[config.mk]
export PLATFORM = sky130hd
export DESIGN_NAME = psd_mul
export DESIGN_NICKNAME = d
export VERILOG_FILES = /design/src/rtl/psd_pkg.sv /design/src/rtl/psd_mul.sv
export SDC_FILE = /design/constraint.sdc
export NUM_CORES = 2
export LEC_CHECK = 0
export BUFFER_PORTS_ARGS = -buffer_cell sky130_fd_sc_hd__buf_2
export CAP_MARGIN = 20
export CELL_PAD_IN_SITES_DETAIL_PLACEMENT = 0
export CELL_PAD_IN_SITES_GLOBAL_PLACEMENT = 1
export CORE_ASPECT_RATIO = 1.1
export CORE_UTILIZATION = 35
export CTS_BUF_LIST = sky130_fd_sc_hd__clkbuf_4
export CTS_CLUSTER_DIAMETER = 150
export DETAILED_ROUTE_END_ITERATION = 12
export GPL_ROUTABILITY_DRIVEN = 0
export PLACE_DENSITY = 0.71
export SYNTH_ARGS = -nofsm -noshare
export SYNTH_HDL_FRONTEND = slang
export SYNTH_SLANG_ARGS = --single-unit
[constraint.sdc]
create_clock -name i_clk -period 11.3 [get_ports i_clk]
set_input_delay 1.13 -clock i_clk [delete_from_list [all_inputs] [get_ports i_clk]]
set_output_delay 1.13 -clock i_clk [all_outputs]
set_load 0.01 [all_outputs]
[src/rtl/psd_pkg.sv]
// Shared constants and types for the point-to-segment distance pipeline.
package psd_pkg;

    localparam int COORD_WIDTH_DEF = 32;  // default coordinate width
    localparam int ROOT_BITS       = 32;  // bits of the distance result
    localparam int MUL_CHUNK       = 24;  // partial product chunk width
    localparam int MUL_LAT         = 3;   // multiplier latency in cycles

    // Control that travels alongside the data of one beat.
    typedef struct packed {
        logic valid;
        logic degen;
    } t_ctl;

endpackage

[src/rtl/psd_mul.sv]
// Signed multiplier split into chunk partial products, three register stages.
module psd_mul #(
    parameter int AW = psd_pkg::COORD_WIDTH_DEF + 1
) (
    input  logic                   i_clk,
    input  logic signed [AW-1:0]   i_a,
    input  logic signed [AW-1:0]   i_b,
    output logic signed [2*AW-1:0] o_p
);

    localparam int CH = psd_pkg::MUL_CHUNK;
    localparam int N  = (AW + CH - 1) / CH;
    localparam int PW = N * CH;

    logic [AW-1:0]     r_ma;
    logic [AW-1:0]     r_mb;
    logic              r_neg_a;
    logic              r_neg_b;
    logic [PW-1:0]     ma_pad;
    logic [PW-1:0]     mb_pad;
    logic [2*CH-1:0]   r_pp [N*N];
    logic [2*PW-1:0]   acc;
    logic [2*PW-1:0]   n_p;
    logic signed [2*AW-1:0] r_p;

    // stage a: sign and magnitude
    always_ff @(posedge i_clk) begin
        r_ma    <= i_a[AW-1] ? AW'(-i_a) : AW'(i_a);
        r_mb    <= i_b[AW-1] ? AW'(-i_b) : AW'(i_b);
        r_neg_a <= i_a[AW-1] ^ i_b[AW-1];
    end

    assign ma_pad = PW'(r_ma);
    assign mb_pad = PW'(r_mb);

    // stage b: chunk products
    always_ff @(posedge i_clk) begin
        r_neg_b <= r_neg_a;
        for (int i = 0; i < N; i++) begin
            for (int j = 0; j < N; j++) begin
                r_pp[i*N+j] <= ma_pad[i*CH +: CH] * mb_pad[j*CH +: CH];
            end
        end
    end

    // stage c: weighted sum and sign
    always_comb begin
        acc = '0;
        for (int i = 0; i < N; i++) begin
            for (int j = 0; j < N; j++) begin
                acc = acc + ((2*PW)'(r_pp[i*N+j]) << ((i + j) * CH));
            end
        end
        n_p = r_neg_b ? -acc : acc;
    end

    always_ff @(posedge i_clk) begin
        r_p <= n_p[2*AW-1:0];
    end

    assign o_p = r_p;

endmodule

==> implementation parameters <==
Parameter                              Value

Outcome
  Run status    finished, violations left
  Violations in the final reports    DRC

Logic synthesis
  Flip-flop cell with the highest count after synthesis    dfxtp_1
  Synth unique cells    76
  Leading cell type by number of instances after synthesis    inv_1
  Largest cells by area after synthesis    fa_1 (39%), dfxtp_1 (12%), ha_1 (9.9%)
  Post-synthesis instance area    44600 um2
  Proportion of netlist area held by the largest area contributor    0.393
  Register area share after synthesis    0.119
  Yosys warning total    0
  EDFF count, synth    0
  Gate Count Post-Synth    just under 5k
  Cell type with the largest total area after synthesis    fa_1
  Commonest cells in the synthesized netlist    inv_1 (959), fa_1 (876), nand2_1 (732)
  Avg Synthesized Cell Area    9.03 um2
  Register bit count reported by yosys    266
  Net count after synthesis    6239
  Share of flip-flops with an asynchronous set or reset    0

STA
  Slew at the pin closest to its max-slew limit    about 0.96 ns
  Fin crit period    8.53 ns
  Tightest slew margin relative to the limit    0.353
  Slew Limit Fails    0
  Number of setup violations in the final report    0
  Final hold violation count    0
  Clock skew    between 0.09 and 0.1 ns
  Maximum clock frequency    around 0.12 GHz
  Final period util    0.755
  Setup repair after global routing missed its margin    no
  Setup total negative slack    0 ns
  Final hold slack    around 0.3 ns

GRT
  Overall routing resource usage    0.203
  Global-route wire length before repair    201 mm
  Number of global-route vias before repair    35.5k
  Number of antenna violations at the first check in global routing    18
  Pin count of the biggest net entering global routing    62
  Total gr overflow    0

Cells and area
  Filler cells    12.9k
  Total area of sequential cells    around 5300 um2
  Design Area, Final    48100 um2
  Final design utilization    0.380
  Post-layout net count    6299
  Layout cell share with drive strength beyond 1    0.0699
  Area Growth Syn to Fin    7.76%
  Multi-input combinational cell area    about 35000 um2

Detailed routing
  Wire per inst    around 19 um
  DRC violation count after routing    36
  Antenna-violating nets left    0
  First-pass iteration count of the detailed router    11
  Routed via count divided by cell count    about 4.9
  Initial detailed-routing violation count    roughly 1.6k
  Total routed wirelength    127 mm
  Via count    about 33k

Placement
  Post-Place Cell Area    ~47000 um2
  Total half-perimeter wirelength after legalization and detailed placement    99.6 mm
  Count of input and output buffers    132

CTS
  Number of setup buffers added after CTS    0
  CTS tree    built
  Count of hold-fix buffers inserted at cts    0
  H-tree depth    3
  Clock buffer depth    3
  Clock input transition at the sequential cells of the worst setup and hold paths    about 0.07 ns
  CTS Buf Count    81
  Clock Latency Late Sink    0.98 ns
  Root buf cell    clkbuf_4
  Number of clock sinks    ~270
  Post-CTS sizing    0

Critical path
  Launch instance of the worst register-to-register path    r_ma[4]
  Length in cells of the worst reg-to-reg path    31
  Startpoint kind of the worst setup timing path    flip-flop
  Critical setup path kind    reg2reg
  Endpoint required time on the critical path    12.16 ns
  Capturing point of the worst reg2reg path    r_pp[0][47]
  Type of element capturing the critical path    flip-flop
  Slowest cell on crit path    dfxtp_1
  Data arrival time of the critical path    9.40 ns
  Largest stage delay, worst path    about 0.80 ns
  Setup slack of the worst register-to-register path    approximately 2.8 ns
  Maximum fanout along the worst path    23

Hold path
  Hold path cells    1
  Worst Hold Launch    i_a[0]
  Class of the tightest hold or removal check    in2reg
  Worst hold path endpoint    r_ma[0]

Floorplanning
  Die Span Y    around 380 um
  Overall die area    between 100000 and 150000 um2
  Row count    roughly 140
  Horizontal die dimension    342 um
  Core box area    127000 um2
  IO Count    between 100 and 150
  Starting density of the core    0.352

Flow run
  Number of violations of the max-capacitance limit    0
state kept, by name (all words and copies together) (netlist names):
name	cells
r_mb	33
r_neg_a	1
r_pp	132
r_ma	33
r_neg_b	1
o_p	66
through the flow:
stage	worst slack (ns)	instances
2_1_floorplan	3.54	4942
3_3_place_gp	2.46	6586
3_5_place_dp	2.40	6586
4_1_cts	2.33	6728
5_1_grt	2.40	6732
6_report	2.77	6735
routing by layer:
metal  vias to the layer above  wire length [um]  global-route usage
li1                      15156                 -                   -
met1                     16779             56700               0.270
met2                       889             59800               0.336
met3                       217              6970              0.0301
met4                         8              3640              0.0672
met5                         -                55                   0
logic make-up after synthesis:
group | synth area share
flip-flops | 0.119
AND/OR/NAND/NOR | 0.170
XOR/XNOR | 0.0510
adder cells (fa/ha/maj) | 0.492
buffers and inverters | 0.0996
AO/OA/AOI/OAI | 0.0680
worst max-delay path by stage:
stage	slack (ns)	startpoint	cells after the start	endpoint
4_1_cts	2.33	r_ma[16]	29	r_pp[0][47]
5_1_grt	2.40	r_ma[9]	26	r_pp[0][46]
6_report	2.77	r_ma[4]	31	r_pp[0][47]
3_5_place_dp	2.40	r_ma[4]	30	r_pp[0][47]
3_3_place_gp	2.46	r_ma[4]	30	r_pp[0][47]
2_1_floorplan	3.54	r_mb[3]	29	r_pp[0][47]
cells in the final DEF, fill, tap and decap left out, types with 33 or more instances in the layout:
master    count
a21oi_1     119
xor2_1       54
nand3_1      33
buf_4        68
ha_1        354
a21o_1       71
buf_2       132
dfxtp_1     255
o21ai_0      90
nor2_1       95
clkbuf_4    104
xnor2_1     206
o31ai_1      38
inv_1       959
nand2_1     732
fa_1        876
and2_1      492
final cells by class:
type                       instances  area share
multi-input combinational       3493       0.725
sequential                       266       0.111
inverter                         959      0.0749
tap                             1668      0.0434
timing repair buffer             201      0.0246
clock buffer                     104      0.0162
clock inverter                    38     0.00474
antenna                            6    0.000312
critical path, delay by kind of cell (launching register included):
kind | cells | cell delay (ns)
adders and majority gates | 8 | 3.40
DFF | 1 | 0.80
buffers and inverters | 10 | 1.24
AOI/OAI and AO/OA | 7 | 1.62
and+or+nand+nor | 6 | 1.34
Power is left out: the tool's default activity adds up to more than one toggle a clock period on the data nets, which glitch-free logic cannot reach.
